## src/design/lcc_pkg.sv

```systemverilog
`timescale 1ns / 1ps

package lcc_pkg;

   // pixel and hue widths
   localparam int LEVEL_WIDTH = 8;
   localparam int HUE_WIDTH   = 9;
   localparam int NUMER_WIDTH = 14;
   localparam int QUO_WIDTH   = 6;
   localparam int STEP_WIDTH  = 3;
   localparam int OUT_COUNT_WIDTH = 16;

   // stream word widths
   localparam int REQ_TDATA_WIDTH = 24;
   localparam int RSP_TDATA_WIDTH = 56;
   localparam int CSR_INDEX_WIDTH = 4;
   localparam int CSR_DATA_WIDTH  = 16;

   // queue between front and back
   localparam int QUEUE_DEPTH = 2;

   // hue constants
   localparam logic [HUE_WIDTH-1:0] HUE_FULL  = 9'd360;
   localparam logic [HUE_WIDTH-1:0] HUE_GREEN = 9'd120;
   localparam logic [HUE_WIDTH-1:0] HUE_BLUE  = 9'd240;
   localparam logic [QUO_WIDTH-1:0] QUO_MAX   = 6'd60;

   // verdict codes
   localparam logic [1:0] LIGHT_UNKNOWN = 2'd0;
   localparam logic [1:0] LIGHT_RED     = 2'd1;
   localparam logic [1:0] LIGHT_GREEN   = 2'd2;

   // register indexes
   localparam logic [CSR_INDEX_WIDTH-1:0] REG_MIN_SATURATION   = 4'd0;
   localparam logic [CSR_INDEX_WIDTH-1:0] REG_MIN_VALUE        = 4'd1;
   localparam logic [CSR_INDEX_WIDTH-1:0] REG_MIN_PIXELS       = 4'd2;
   localparam logic [CSR_INDEX_WIDTH-1:0] REG_DOMINANCE_TENTHS = 4'd3;
   localparam logic [CSR_INDEX_WIDTH-1:0] REG_RED_HUE_LOW_MAX  = 4'd4;
   localparam logic [CSR_INDEX_WIDTH-1:0] REG_RED_HUE_HIGH_MIN = 4'd5;
   localparam logic [CSR_INDEX_WIDTH-1:0] REG_GREEN_HUE_MIN    = 4'd6;
   localparam logic [CSR_INDEX_WIDTH-1:0] REG_GREEN_HUE_MAX    = 4'd7;

   // which channel holds the maximum
   typedef enum logic [1:0] {
      BASE_RED   = 2'd0,
      BASE_GREEN = 2'd1,
      BASE_BLUE  = 2'd2
   } hue_base_type;

   // classified pixel handed from front to back
   typedef struct packed {
      logic                   active;
      logic                   last;
      hue_base_type           base;
      logic                   neg;
      logic [LEVEL_WIDTH-1:0] denom;
      logic [NUMER_WIDTH-1:0] numer;
   } hue_job_type;

   // configuration registers
   typedef struct packed {
      logic [7:0]           min_saturation;
      logic [7:0]           min_value;
      logic [15:0]          min_pixels;
      logic [7:0]           dominance_tenths;
      logic [HUE_WIDTH-1:0] red_hue_low_max;
      logic [HUE_WIDTH-1:0] red_hue_high_min;
      logic [HUE_WIDTH-1:0] green_hue_min;
      logic [HUE_WIDTH-1:0] green_hue_max;
   } lcc_cfg_type;

   localparam lcc_cfg_type CFG_RESET = '{
      min_saturation:   8'd70,
      min_value:        8'd90,
      min_pixels:       16'd8,
      dominance_tenths: 8'd12,
      red_hue_low_max:  9'd20,
      red_hue_high_min: 9'd340,
      green_hue_min:    9'd70,
      green_hue_max:    9'd170
   };

endpackage

```

## src/design/light_color_classifier.sv

```systemverilog
`timescale 1ns / 1ps

// channel  direction  handshake             word
// req      in         req_tvalid/req_tready  tdata r,g,b; tlast marks last pixel
// rsp      out        rsp_tvalid/rsp_tready  tdata verdict and three counts
// csr      in         csr_valid/csr_ready    csr_index, csr_data
//
// in the back end each pixel is taken from the queue, passed through the
// bit-serial hue divider, then counted.
// after the last pixel of a region come the limit products, then the verdict.
// the front takes pixels while the two-entry queue has room; a held result
// stalls only the verdict step. reset is synchronous and restores registers.

module light_color_classifier #(
   parameter int COUNT_WIDTH = 16
) (
   input  logic                                 clock,
   input  logic                                 reset,
   input  logic                                 req_tvalid,
   output logic                                 req_tready,
   // [7:0] red_level, [15:8] green_level, [23:16] blue_level
   input  logic [lcc_pkg::REQ_TDATA_WIDTH-1:0]  req_tdata,
   input  logic                                 req_tlast,
   output logic                                 rsp_tvalid,
   input  logic                                 rsp_tready,
   // [1:0] verdict, [17:2] red_pixels, [33:18] green_pixels,
   // [49:34] active_pixels, [55:50] zero
   output logic [lcc_pkg::RSP_TDATA_WIDTH-1:0]  rsp_tdata,
   input  logic                                 csr_valid,
   output logic                                 csr_ready,
   input  logic [lcc_pkg::CSR_INDEX_WIDTH-1:0]  csr_index,
   input  logic [lcc_pkg::CSR_DATA_WIDTH-1:0]   csr_data
);
   import lcc_pkg::*;

   lcc_cfg_type cfg_ff;
   lcc_cfg_type cfg_in;
   logic        push_valid;
   logic        push_ready;
   hue_job_type push_job;
   logic        pop_valid;
   logic        pop_ready;
   hue_job_type pop_job;

   assign csr_ready = 1'b1;

   // register writes, unknown indexes dropped
   always_comb begin
      cfg_in = cfg_ff;
      if (csr_valid) begin
         case (csr_index)
            REG_MIN_SATURATION:   cfg_in.min_saturation   = csr_data[7:0];
            REG_MIN_VALUE:        cfg_in.min_value        = csr_data[7:0];
            REG_MIN_PIXELS:       cfg_in.min_pixels       = csr_data[15:0];
            REG_DOMINANCE_TENTHS: cfg_in.dominance_tenths = csr_data[7:0];
            REG_RED_HUE_LOW_MAX:  cfg_in.red_hue_low_max  = csr_data[HUE_WIDTH-1:0];
            REG_RED_HUE_HIGH_MIN: cfg_in.red_hue_high_min = csr_data[HUE_WIDTH-1:0];
            REG_GREEN_HUE_MIN:    cfg_in.green_hue_min    = csr_data[HUE_WIDTH-1:0];
            REG_GREEN_HUE_MAX:    cfg_in.green_hue_max    = csr_data[HUE_WIDTH-1:0];
            default: begin
            end
         endcase
      end
   end

   always_ff @(posedge clock) begin
      if (reset) begin
         cfg_ff <= CFG_RESET;
      end else begin
         cfg_ff <= cfg_in;
      end
   end

   // pixel classification front
   lcc_front u_front (
      .req_tvalid (req_tvalid),
      .req_tready (req_tready),
      .req_tdata  (req_tdata),
      .req_tlast  (req_tlast),
      .cfg        (cfg_ff),
      .push_valid (push_valid),
      .push_ready (push_ready),
      .push_job   (push_job)
   );

   // decoupling queue
   lcc_queue u_queue (
      .clock      (clock),
      .reset      (reset),
      .push_valid (push_valid),
      .push_ready (push_ready),
      .push_job   (push_job),
      .pop_valid  (pop_valid),
      .pop_ready  (pop_ready),
      .pop_job    (pop_job)
   );

   // hue divide, counting and verdict
   lcc_back #(
      .COUNT_WIDTH (COUNT_WIDTH)
   ) u_back (
      .clock      (clock),
      .reset      (reset),
      .cfg        (cfg_ff),
      .job_valid  (pop_valid),
      .job_ready  (pop_ready),
      .job        (pop_job),
      .rsp_tvalid (rsp_tvalid),
      .rsp_tready (rsp_tready),
      .rsp_tdata  (rsp_tdata)
   );

endmodule

```

## src/design/lcc_front.sv

```systemverilog
`timescale 1ns / 1ps

module lcc_front (
   input  logic                                 req_tvalid,
   output logic                                 req_tready,
   // [7:0] red_level, [15:8] green_level, [23:16] blue_level
   input  logic [lcc_pkg::REQ_TDATA_WIDTH-1:0]  req_tdata,
   input  logic                                 req_tlast,
   input  lcc_pkg::lcc_cfg_type                 cfg,
   output logic                                 push_valid,
   input  logic                                 push_ready,
   output lcc_pkg::hue_job_type                 push_job
);
   import lcc_pkg::*;

   logic [LEVEL_WIDTH-1:0]   r_lvl;
   logic [LEVEL_WIDTH-1:0]   g_lvl;
   logic [LEVEL_WIDTH-1:0]   b_lvl;
   logic [LEVEL_WIDTH-1:0]   mx;
   logic [LEVEL_WIDTH-1:0]   mn;
   logic [LEVEL_WIDTH-1:0]   d;
   logic [LEVEL_WIDTH-1:0]   opa;
   logic [LEVEL_WIDTH-1:0]   opc;
   logic [LEVEL_WIDTH-1:0]   mag;
   logic                     neg;
   hue_base_type             base;
   logic [2*LEVEL_WIDTH-1:0] sat_lhs;
   logic [2*LEVEL_WIDTH-1:0] sat_rhs;
   logic                     sat_ok;
   logic                     val_ok;

   assign r_lvl = req_tdata[7:0];
   assign g_lvl = req_tdata[15:8];
   assign b_lvl = req_tdata[23:16];

   // channel extremes
   always_comb begin
      mx = (r_lvl > g_lvl) ? r_lvl : g_lvl;
      mn = (r_lvl < g_lvl) ? r_lvl : g_lvl;
      if (b_lvl > mx) begin
         mx = b_lvl;
      end
      if (b_lvl < mn) begin
         mn = b_lvl;
      end
   end

   assign d = mx - mn;

   // saturation test without division: d*255/mx >= s  <=>  d*255 >= s*mx
   assign sat_lhs = {d, 8'b0} - {8'b0, d};
   assign sat_rhs = {8'b0, cfg.min_saturation} * {8'b0, mx};
   assign sat_ok  = (mx == '0) ? (cfg.min_saturation == '0) : (sat_lhs >= sat_rhs);
   assign val_ok  = (mx >= cfg.min_value);

   // hue sector and signed channel difference
   always_comb begin
      if (mx == r_lvl) begin
         base = BASE_RED;
         opa  = g_lvl;
         opc  = b_lvl;
      end else if (mx == g_lvl) begin
         base = BASE_GREEN;
         opa  = b_lvl;
         opc  = r_lvl;
      end else begin
         base = BASE_BLUE;
         opa  = r_lvl;
         opc  = g_lvl;
      end
      neg = (opa < opc);
      mag = neg ? (opc - opa) : (opa - opc);
   end

   // numerator 60*|diff| as shift and subtract
   always_comb begin
      push_job.active = sat_ok && val_ok;
      push_job.last   = req_tlast;
      push_job.base   = base;
      push_job.neg    = neg;
      push_job.denom  = d;
      push_job.numer  = NUMER_WIDTH'({mag, 6'b0}) - NUMER_WIDTH'({mag, 2'b0});
   end

   assign push_valid = req_tvalid;
   assign req_tready = push_ready;

endmodule

```

## src/design/lcc_queue.sv

```systemverilog
`timescale 1ns / 1ps

module lcc_queue (
   input  logic                 clock,
   input  logic                 reset,
   input  logic                 push_valid,
   output logic                 push_ready,
   input  lcc_pkg::hue_job_type push_job,
   output logic                 pop_valid,
   input  logic                 pop_ready,
   output lcc_pkg::hue_job_type pop_job
);
   import lcc_pkg::*;

   localparam int PTR_WIDTH   = $clog2(QUEUE_DEPTH);
   localparam int COUNT_WIDTH = $clog2(QUEUE_DEPTH + 1);

   hue_job_type            slot_ff [QUEUE_DEPTH];
   logic [PTR_WIDTH-1:0]   wr_ptr_ff;
   logic [PTR_WIDTH-1:0]   wr_ptr_in;
   logic [PTR_WIDTH-1:0]   rd_ptr_ff;
   logic [PTR_WIDTH-1:0]   rd_ptr_in;
   logic [COUNT_WIDTH-1:0] count_ff;
   logic [COUNT_WIDTH-1:0] count_in;
   logic                   do_push;
   logic                   do_pop;

   assign push_ready = (count_ff != COUNT_WIDTH'(QUEUE_DEPTH));
   assign pop_valid  = (count_ff != '0);
   assign pop_job    = slot_ff[rd_ptr_ff];
   assign do_push    = push_valid && push_ready;
   assign do_pop     = pop_valid && pop_ready;

   // pointer and fill bookkeeping
   always_comb begin
      wr_ptr_in = wr_ptr_ff;
      rd_ptr_in = rd_ptr_ff;
      count_in  = count_ff;
      if (do_push) begin
         wr_ptr_in = (wr_ptr_ff == PTR_WIDTH'(QUEUE_DEPTH - 1)) ? '0 : wr_ptr_ff + 1'b1;
      end
      if (do_pop) begin
         rd_ptr_in = (rd_ptr_ff == PTR_WIDTH'(QUEUE_DEPTH - 1)) ? '0 : rd_ptr_ff + 1'b1;
      end
      if (do_push && !do_pop) begin
         count_in = count_ff + 1'b1;
      end else if (do_pop && !do_push) begin
         count_in = count_ff - 1'b1;
      end
   end

   always_ff @(posedge clock) begin
      if (reset) begin
         wr_ptr_ff <= '0;
         rd_ptr_ff <= '0;
         count_ff  <= '0;
      end else begin
         wr_ptr_ff <= wr_ptr_in;
         rd_ptr_ff <= rd_ptr_in;
         count_ff  <= count_in;
      end
   end

   // entry storage
   always_ff @(posedge clock) begin
      if (do_push) begin
         slot_ff[wr_ptr_ff] <= push_job;
      end
   end

endmodule

```

## src/design/lcc_back.sv

```systemverilog
`timescale 1ns / 1ps

module lcc_back #(
   parameter int COUNT_WIDTH = 16
) (
   input  logic                                clock,
   input  logic                                reset,
   input  lcc_pkg::lcc_cfg_type                cfg,
   input  logic                                job_valid,
   output logic                                job_ready,
   input  lcc_pkg::hue_job_type                job,
   output logic                                rsp_tvalid,
   input  logic                                rsp_tready,
   // [1:0] verdict, [17:2] red_pixels, [33:18] green_pixels,
   // [49:34] active_pixels, [55:50] zero
   output logic [lcc_pkg::RSP_TDATA_WIDTH-1:0] rsp_tdata
);
   import lcc_pkg::*;

   localparam int PROD_WIDTH = COUNT_WIDTH + 8;
   localparam int EXT_WIDTH  = COUNT_WIDTH + OUT_COUNT_WIDTH;

   typedef enum logic [4:0] {
      ST_IDLE = 5'b00001,
      ST_DIV  = 5'b00010,
      ST_UPD  = 5'b00100,
      ST_PROD = 5'b01000,
      ST_EMIT = 5'b10000
   } back_state_type;

   back_state_type             state_ff;
   back_state_type             state_in;
   hue_job_type                job_ff;
   hue_job_type                job_in;
   logic [NUMER_WIDTH-1:0]     rem_ff;
   logic [NUMER_WIDTH-1:0]     rem_in;
   logic [QUO_WIDTH-1:0]       quo_ff;
   logic [QUO_WIDTH-1:0]       quo_in;
   logic [STEP_WIDTH-1:0]      step_ff;
   logic [STEP_WIDTH-1:0]      step_in;
   logic [COUNT_WIDTH-1:0]     red_tally_ff;
   logic [COUNT_WIDTH-1:0]     red_tally_in;
   logic [COUNT_WIDTH-1:0]     green_tally_ff;
   logic [COUNT_WIDTH-1:0]     green_tally_in;
   logic [COUNT_WIDTH-1:0]     active_tally_ff;
   logic [COUNT_WIDTH-1:0]     active_tally_in;
   logic [PROD_WIDTH-1:0]      red_limit_ff;
   logic [PROD_WIDTH-1:0]      red_limit_in;
   logic [PROD_WIDTH-1:0]      green_limit_ff;
   logic [PROD_WIDTH-1:0]      green_limit_in;
   logic                       rsp_valid_ff;
   logic                       rsp_valid_in;
   logic [RSP_TDATA_WIDTH-1:0] rsp_data_ff;
   logic [RSP_TDATA_WIDTH-1:0] rsp_data_in;

   logic [NUMER_WIDTH-1:0]     trial;
   logic [HUE_WIDTH-1:0]       quo_ext;
   logic [HUE_WIDTH-1:0]       hue;
   logic                       is_red;
   logic                       is_green;
   logic                       out_free;
   logic [PROD_WIDTH-1:0]      red_wide;
   logic [PROD_WIDTH-1:0]      green_wide;
   logic [PROD_WIDTH-1:0]      red_ten;
   logic [PROD_WIDTH-1:0]      green_ten;
   logic                       red_wins;
   logic                       green_wins;
   logic [1:0]                 verdict;
   logic [EXT_WIDTH-1:0]       red_ext;
   logic [EXT_WIDTH-1:0]       green_ext;
   logic [EXT_WIDTH-1:0]       active_ext;
   logic [EXT_WIDTH-1:0]       min_ext;

   assign job_ready  = (state_ff == ST_IDLE);
   assign out_free   = !rsp_valid_ff || rsp_tready;
   assign rsp_tvalid = rsp_valid_ff;
   assign rsp_tdata  = rsp_data_ff;

   // shifted divisor for the current quotient bit
   assign trial   = NUMER_WIDTH'(job_ff.denom) << step_ff;
   assign quo_ext = HUE_WIDTH'(quo_ff);

   // hue from sector and truncated quotient
   always_comb begin
      case (job_ff.base)
         BASE_RED: begin
            hue = (job_ff.neg && (quo_ff != '0)) ? (HUE_FULL - quo_ext) : quo_ext;
         end
         BASE_GREEN: begin
            hue = job_ff.neg ? (HUE_GREEN - quo_ext) : (HUE_GREEN + quo_ext);
         end
         BASE_BLUE: begin
            hue = job_ff.neg ? (HUE_BLUE - quo_ext) : (HUE_BLUE + quo_ext);
         end
         default: begin
            hue = '0;
         end
      endcase
      if (job_ff.denom == '0) begin
         hue = '0;
      end
   end

   assign is_red   = (hue <= cfg.red_hue_low_max) || (hue >= cfg.red_hue_high_min);
   assign is_green = (hue >= cfg.green_hue_min) && (hue <= cfg.green_hue_max);

   // verdict: mine > floor(other*t/10)  <=>  10*mine > other*t
   assign red_wide   = PROD_WIDTH'(red_tally_ff);
   assign green_wide = PROD_WIDTH'(green_tally_ff);
   assign red_ten    = (red_wide << 3) + (red_wide << 1);
   assign green_ten  = (green_wide << 3) + (green_wide << 1);
   assign red_ext    = EXT_WIDTH'(red_tally_ff);
   assign green_ext  = EXT_WIDTH'(green_tally_ff);
   assign active_ext = EXT_WIDTH'(active_tally_ff);
   assign min_ext    = EXT_WIDTH'(cfg.min_pixels);
   assign red_wins   = (red_ext >= min_ext) && (red_ten > red_limit_ff);
   assign green_wins = (green_ext >= min_ext) && (green_ten > green_limit_ff);

   always_comb begin
      if (red_wins) begin
         verdict = LIGHT_RED;
      end else if (green_wins) begin
         verdict = LIGHT_GREEN;
      end else begin
         verdict = LIGHT_UNKNOWN;
      end
   end

   // sequencer: divide, count, judge, emit
   always_comb begin
      state_in        = state_ff;
      job_in          = job_ff;
      rem_in          = rem_ff;
      quo_in          = quo_ff;
      step_in         = step_ff;
      red_tally_in    = red_tally_ff;
      green_tally_in  = green_tally_ff;
      active_tally_in = active_tally_ff;
      red_limit_in    = red_limit_ff;
      green_limit_in  = green_limit_ff;
      rsp_valid_in    = rsp_valid_ff;
      rsp_data_in     = rsp_data_ff;
      if (rsp_valid_ff && rsp_tready) begin
         rsp_valid_in = 1'b0;
      end
      case (state_ff)
         ST_IDLE: begin
            if (job_valid) begin
               job_in   = job;
               rem_in   = job.numer;
               quo_in   = '0;
               step_in  = STEP_WIDTH'(QUO_WIDTH - 1);
               state_in = ST_DIV;
            end
         end
         ST_DIV: begin
            if (rem_ff >= trial) begin
               rem_in          = rem_ff - trial;
               quo_in[step_ff] = 1'b1;
            end
            if (step_ff == '0) begin
               state_in = ST_UPD;
            end else begin
               step_in = step_ff - 1'b1;
            end
         end
         ST_UPD: begin
            if (job_ff.active) begin
               if (active_tally_ff != '1) begin
                  active_tally_in = active_tally_ff + COUNT_WIDTH'(1);
               end
               if (is_red) begin
                  if (red_tally_ff != '1) begin
                     red_tally_in = red_tally_ff + COUNT_WIDTH'(1);
                  end
               end else if (is_green) begin
                  if (green_tally_ff != '1) begin
                     green_tally_in = green_tally_ff + COUNT_WIDTH'(1);
                  end
               end
            end
            state_in = job_ff.last ? ST_PROD : ST_IDLE;
         end
         ST_PROD: begin
            red_limit_in   = PROD_WIDTH'(green_tally_ff) * PROD_WIDTH'(cfg.dominance_tenths);
            green_limit_in = PROD_WIDTH'(red_tally_ff) * PROD_WIDTH'(cfg.dominance_tenths);
            state_in       = ST_EMIT;
         end
         ST_EMIT: begin
            if (out_free) begin
               rsp_valid_in    = 1'b1;
               rsp_data_in     = {6'b0, active_ext[OUT_COUNT_WIDTH-1:0],
                                  green_ext[OUT_COUNT_WIDTH-1:0],
                                  red_ext[OUT_COUNT_WIDTH-1:0], verdict};
               red_tally_in    = '0;
               green_tally_in  = '0;
               active_tally_in = '0;
               state_in        = ST_IDLE;
            end
         end
         default: begin
            state_in = ST_IDLE;
         end
      endcase
   end

   // control state
   always_ff @(posedge clock) begin
      if (reset) begin
         state_ff        <= ST_IDLE;
         red_tally_ff    <= '0;
         green_tally_ff  <= '0;
         active_tally_ff <= '0;
         rsp_valid_ff    <= 1'b0;
      end else begin
         state_ff        <= state_in;
         red_tally_ff    <= red_tally_in;
         green_tally_ff  <= green_tally_in;
         active_tally_ff <= active_tally_in;
         rsp_valid_ff    <= rsp_valid_in;
      end
   end

   // working payload
   always_ff @(posedge clock) begin
      job_ff         <= job_in;
      rem_ff         <= rem_in;
      quo_ff         <= quo_in;
      step_ff        <= step_in;
      red_limit_ff   <= red_limit_in;
      green_limit_ff <= green_limit_in;
      rsp_data_ff    <= rsp_data_in;
   end

   // divider ends with a quotient in range and a remainder below the divisor
   a_quo_range: assert property (@(posedge clock) disable iff (reset)
      (state_ff == ST_UPD && job_ff.denom != '0) |-> (quo_ff <= QUO_MAX))
      else $error("hue quotient out of range");

   a_rem_below: assert property (@(posedge clock) disable iff (reset)
      (state_ff == ST_UPD && job_ff.denom != '0) |-> (rem_ff < NUMER_WIDTH'(job_ff.denom)))
      else $error("divider remainder not below divisor");

   // colour counts never pass the active count
   a_tally_order: assert property (@(posedge clock) disable iff (reset)
      (red_tally_ff <= active_tally_ff) && (green_tally_ff <= active_tally_ff))
      else $error("colour tally above active tally");

   // counts restart after a region verdict is loaded
   a_tally_clear: assert property (@(posedge clock) disable iff (reset)
      (state_ff == ST_EMIT && out_free) |=> (active_tally_ff == '0 && rsp_valid_ff))
      else $error("tallies not cleared after verdict");

endmodule

```

## config.mk

```make
export PLATFORM = sky130hd
export DESIGN_NAME = light_color_classifier
export DESIGN_NICKNAME = d
export VERILOG_FILES = /design/src/design/lcc_pkg.sv /design/src/design/light_color_classifier.sv /design/src/design/lcc_front.sv /design/src/design/lcc_queue.sv /design/src/design/lcc_back.sv
export SDC_FILE = /design/constraint.sdc
export NUM_CORES = 2
export LEC_CHECK = 0
export ABC_AREA = 1
export BUFFER_PORTS_ARGS = -buffer_cell sky130_fd_sc_hd__buf_2
export CAP_MARGIN = 20
export CORE_MARGIN = 2
export CORE_UTILIZATION = 45
export DETAILED_ROUTE_END_ITERATION = 8
export PLACE_DENSITY = 0.65
export SLEW_MARGIN = 20
export SYNTH_ARGS = -nofsm -noshare
export SYNTH_HDL_FRONTEND = slang
export SYNTH_SLANG_ARGS = --single-unit
```

## constraint.sdc

```tcl
create_clock -name clock -period 7.4 [get_ports clock]
set_clock_uncertainty 0.15 [all_clocks]
set_input_delay 0.74 -clock clock [delete_from_list [all_inputs] [get_ports clock]]
set_output_delay 0.74 -clock clock [all_outputs]
set_load 0.05 [all_outputs]
```

# == Word level (Yosys, flattened, before mapping) ==
# Memory sizes are Yosys's and may differ from the RTL's. A register that Yosys moved wholly into a read port is not among the register bits.
# Index checks and enable logic that the tools add are counted.
# W data, S select, Z words.
# word_totals
ff_bits,268
ramBits,54
inputBits,50
out_inout_bits,59
wordCells,206
n_memories,1
# memory_table
name,words,width,rd,rd_ports_with_merged_regs,write_ports,line_no,rtl
u_queue.slot_ff,2,27,1,1,1,lcc_queue.sv:18,hue_job_type slot_ff [QUEUE_DEPTH];
# classes
add_sub_neg,21
multipliers,3
order_cmp,18
eq_ne,32
shift,1
mux,58
n_bitwise,1
n_reduce_logical,43
# ops
operator,count
$mux W16,10
$pmux W16 S2,3
$mux W8,9
$add A16 B1 Y16 const B,3
$ge A16 B16 Y1,3
$gt A24 B24 Y1,2
$mul A16 B8 Y24,2
$ne A16 B16 Y1 const B,3
$add A19 B17 Y20,2
$mux W9,4
$mux W14,2
$pmux W14 S2,1
$pmux W9 S3,1
$pmux W5 S5,1
$logic_not A8 Y1,3
$lt A8 B8 Y1,3
$sub A8 B8 Y8,3
$ne A2 B1 Y1 const B,10
$reduce_and A2 Y1,10
$ge A9 B9 Y1,2
$le A9 B9 Y1,2
$eq A4 B3 Y1 const B,4
$eq A8 B8 Y1,2
$gt A8 B8 Y1,2
other kinds (50),90

# == Longest topological paths before layout ==
# logic_depth
ltp_word,11
mapped_depth,55
mapped_depth_nobuf,53

# == Modules after synthesis ==
# Synthesis repeated with hierarchy kept, for this count alone.
# hier_totals
cells_unflattened,4157
area_unflattened_um2,32359.8
# modules_own_cells
module,instances,cells_per_inst,area_per_inst_um2,seq_area_each_um2
lcc_back,1,2639,20821.2,5104.9
lcc_front,1,965,6214.7,0.0
light_color_classifier,1,432,3032.9,1521.5
lcc_queue,1,121,2290.9,1721.7

# == Worst setup path after synthesis ==
# No wires, ideal clock.
# synth_timing
kind,input -> register
start,in req_tdata[15] (netlist name)
end,"mem u_queue.slot_ff[0][26] (netlist name), data pin"
setup_ns,0.260
t_arrival_ns,7.744
required_ns,6.990
path_slack_ns,-0.754
path_stages,49
path_buffers,2
path_cell_list,inv_1 -> ha_1 -> a21o_1 -> nor2_2 -> nand2_4 -> nand2_4 -> buf_8 -> nand2_1 -> o21ai_2 -> ha_1 -> inv_1 -> nor2_1 -> o21ai_1 -> nand2_1 -> nand2_1 -> o211ai_2 -> nand2_2 -> buf_2 -> [13 not listed] -> nor2_1 -> o21ai_0 -> nand2_1 -> nand2_1 -> o21ai_0 -> a21oi_1 -> nor2_1 -> nor2_1 -> xor2_1 -> ha_1 -> nand2_1 -> inv_1 -> nand3_1 -> inv_1 -> a21oi_1 -> nand3_1 -> nand2_1 -> a21oi_1
# synth_lines
element,line_no,rtl
from (decl),light_color_classifier.sv:22,"input logic [lcc_pkg::REQ_TDATA_WIDTH-1:0] req_tdata,"
to (decl),lcc_queue.sv:18,

==> results.yml <==
run_status:
  status: "finished, violations left"
  violations: "negative setup slack"
drt:
  met3_length_um: 6740
  first_iter_violations: 2047
  routed.top_layer: "met4"
  wl_met2_um: 35200
  first_pass_iters: 6
  vias_per_cell: 5.19
  wl_met1_um: 38500
  drc: 0
  vias: 26400
  wl_per_cell_um: 16.2
  wl_um: 82200
  antenna_left: 0
pwr:
  power_switching_share_pct: 40.0
  ir_worst_vdd_mv: 0.245
  cell_internal_pwr_mw: 5.44
  p_seq_share_pct: 26.0
  power_density_mw_per_mm2: 252
  p_comb_share_pct: 53.1
  power.share.clock_pct: 21.0
  leakage_nw: 18.4
  switching_power_mw: 3.63
  power.total_mw: 9.07
logic_synthesis:
  syn_avg_cell_area_sq_um: 7.93
  ys_warn_count: 0
  ys_seq_area_share_pct: 26.6
  netlist_instances: 3907
  synthesis.area_sq_mm: 0.0310
  synth-seq-cells: 319
  synth_edf_count: 184
  synthArstFlopShare_pct: 0
  yosysUniqueCellTypes: 64
  synth_ff_type: "edfxtp_1"
sta:
  fmaxAchievable_ghz: 0.132
  relSlewSlack_pct: 31.9
  setup_viol: 2
  min_period_over_period_pct: 103
  maxSlewViolCount: 0
  hold_violations: 0
  rsz0062_at_grt: "true"
  worst_pin_slew_ps: 1020
  fin_crit_ps: 7590
  timing.final.ws_setup_ps: -189
clocking:
  clock_path_buffers: 3
  cts_max_level: 2
  insertion_delay_ps: 570
  clock-sinks: 319
  cts_tree: "built"
  clockRootBuffer: "clkbuf_16"
  cts_made_buffers: 37
  hold_buffers: 0
  clk_pin_slew_worst_paths_ps: 60
placed_design:
  post-place-ws_ps: -813
  io_buffers: 101
  gp_congestion: 0.874
  dp.cells: 4945
  post-dp-hpwl_um: 61600
  placed_area_sq_mm: 0.0336
critical_path:
  crit_top_cell: "nand2_1"
  crit_buf_inv: 8
  cp_max_fo: 7
  slowest_delay_ps: 570
  crit_slowest_cell: "fa_1"
  worstSetupStartpointType: "input port"
  crit_family: "adder cells"
  critPathCaptureType: "register"
  cp.required_ps: 7540
  cp.arrival_ps: 7730
  path_class: "input port to register"
run:
  cap_viol_max_count: 0
global_routing:
  antenna_found_initial: 1
  grt_max_degree: 52
  grt_pass1_vias: 25200
  globalRouteTotalUtil_pct: 23.2
  grt_first_pass_wirelength_um: 132000
  grt_overflow_total: 0
min_path:
  hp-class: "input port to register"
layout:
  post-route-util_pct: 52.7
  layout-drive-gt1-share_pct: 14.7
  syn_to_final_growth_pct: 16.2
  nNetsFinal: 4792
  final_area_sq_mm: 0.0360
  instances_no_fill: 5078
die:
  std_cell_rows: 96
  die_w_um: 266
  start_util_pct: 45.3
  core_area_sq_mm: 0.0683
  die-area_sq_mm: 0.0710
  pin_count: 109
  die_h_um: 266
## area by class of cell
type | instances | area (sq um)
diodes | 2 | 5.00
clock buffers | 45 | 976
clock inverters | 22 | 272
fillers | 6290 | 32300
inverters | 749 | 2820
multi-input cells | 2721 | 20100
flip-flops and latches | 319 | 8230
well taps | 882 | 1100
repair buffers | 338 | 2460
## per-layer routing
layer / GRT usage, % / vias to the layer above
li1: - / 13000
met1: 34.0 / 12400
met2: 35.8 / 862
met3: 3.61 / 117
met4: 5.39 / 0
met5: 0 / -
## logic make-up after synthesis
logic type / after synthesis / share of synthesized area [%]
xor+xnor: 133 / 3.78
compound gates: 594 / 10.9
mux: 25 / 0.889
fa+ha+maj: 576 / 28.4
simple gates: 1386 / 18.6
other cells: 2 / 0.0242
flops: 319 / 26.6
buf+inv: 872 / 10.9
## power groups by stage
stage / clock network (mW) / logic [mW] / registers, mW
final: 1.90 / 4.81 / 2.35
after global routing: 2.00 / 5.48 / 2.38
after CTS: 1.94 / 4.60 / 2.35
after detailed placement: 0 / 4.31 / 2.39
after global placement: 0 / 4.23 / 2.38
after floorplan: 0 / 3.05 / 2.36
## final timing paths
check | start | to | slack [ps] | cells past startpoint
hold / removal | req_tlast | u_queue.slot_ff[1][25] | 270 | 1
setup reg to reg | cfg_ff[42] | u_back.red_limit_ff[19] | 1440 | 16
hold reg to reg | u_back.active_tally_ff[5] | u_back.rsp_tdata[39] | 290 | 0
setup / recovery | req_tdata[9] | u_queue.slot_ff[0][26] | -190 | 51
## synthesized netlist by cell type (11+ instances only)
| cell type | count | area share (%) |
|---|---|---|
| nand2_1 | 840 | 10 |
| inv_1 | 730 | 8.8 |
| ha_1 | 366 | 15 |
| nor2_1 | 286 | 3.5 |
| a21oi_1 | 268 | 4.3 |
| fa_1 | 210 | 14 |
| edfxtp_1 | 184 | 18 |
| o21ai_0 | 173 | 2.8 |
| nand3_1 | 138 | 2.2 |
| dfxtp_1 | 135 | 8.7 |
| clkbuf_1 | 101 | 1.2 |
| xor2_1 | 97 | 2.7 |
| xnor2_1 | 35 | 0.99 |
| o211ai_1 | 32 | 0.78 |
| nor3_1 | 31 | 0.50 |
| nand4_1 | 22 | 0.44 |
| mux2_2 | 20 | 0.73 |
| nand3_2 | 19 | 0.61 |
| a211oi_1 | 15 | 0.36 |
| nor4_1 | 14 | 0.28 |
| o21ai_2 | 12 | 0.34 |
| a31oi_1 | 11 | 0.22 |
| clkinv_1 | 11 | 0.13 |
## state kept, by name, summed over array words and instances (netlist names), 3 cells and up, named ones only
name,cells
cfg_ff,76
u_back.rsp_tdata,50
u_queue.slot_ff,50
u_back.green_limit_ff,24
u_back.red_limit_ff,24
u_back.active_tally_ff,16
u_back.green_tally_ff,16
u_back.red_tally_ff,16
u_back.rem_ff,14
u_back.job_ff,13
u_back.quo_ff,6
u_back.state_ff,5
u_back.step_ff,3
## metrics by stage
step                      hold WS, ps  setup TNS [ps]
after floorplan                   258            -780
after CTS                         251           -71.0
final                             269            -377
after global routing              262           -1520
after detailed placement          275           -3800
after global placement            266           -2460
## worst register-to-register path, cell delays in order (launching register included)
cell and delay, ps:
dfxtp_1 850, nand2_1 170, fa_1 530, fa_1 550
inv_1 60, fa_1 530, fa_1 510, ha_1 390
nand2_1 110, o21ai_0 180, nor2_1 80, o21ai_0 260
a21boi_0 200, o21ai_0 340, a21boi_0 220, o21ai_0 300
xor2_1 320
## timing repair
item / 4_1_cts / 5_1_grt
gates resized for setup: 40 / 88
setup buffers: 48 / 16
endpoints found under the setup margin: 2 / 14
pin swaps: 52 / 60
## cell usage in the layout (no fill, tap or decap), drive strengths merged, types with 3 or more instances in the layout
cell and instances:
a21o 10, o211ai 33, a211oi 15, o31ai 7
ha 366, o22ai 10, clkinvlp 3, conb 7
buf 338, o21a 8, xnor2 35, fa 210
o21ai 193, a21boi 6, clkbuf 45, inv 739
nand2 852, a221oi 3, clkinv 24, dfxtp 135
mux2 20, nand4 22, o221ai 8, edfxtp 184
a31oi 11, or2 7, mux2i 5, xor2 98
o21bai 8, nor3b 4, nand3 157, nor3 32
nor4 15, bufinv 5, a21oi 275, nor2 291
Note: power is estimated with default switching activity, not from simulation.
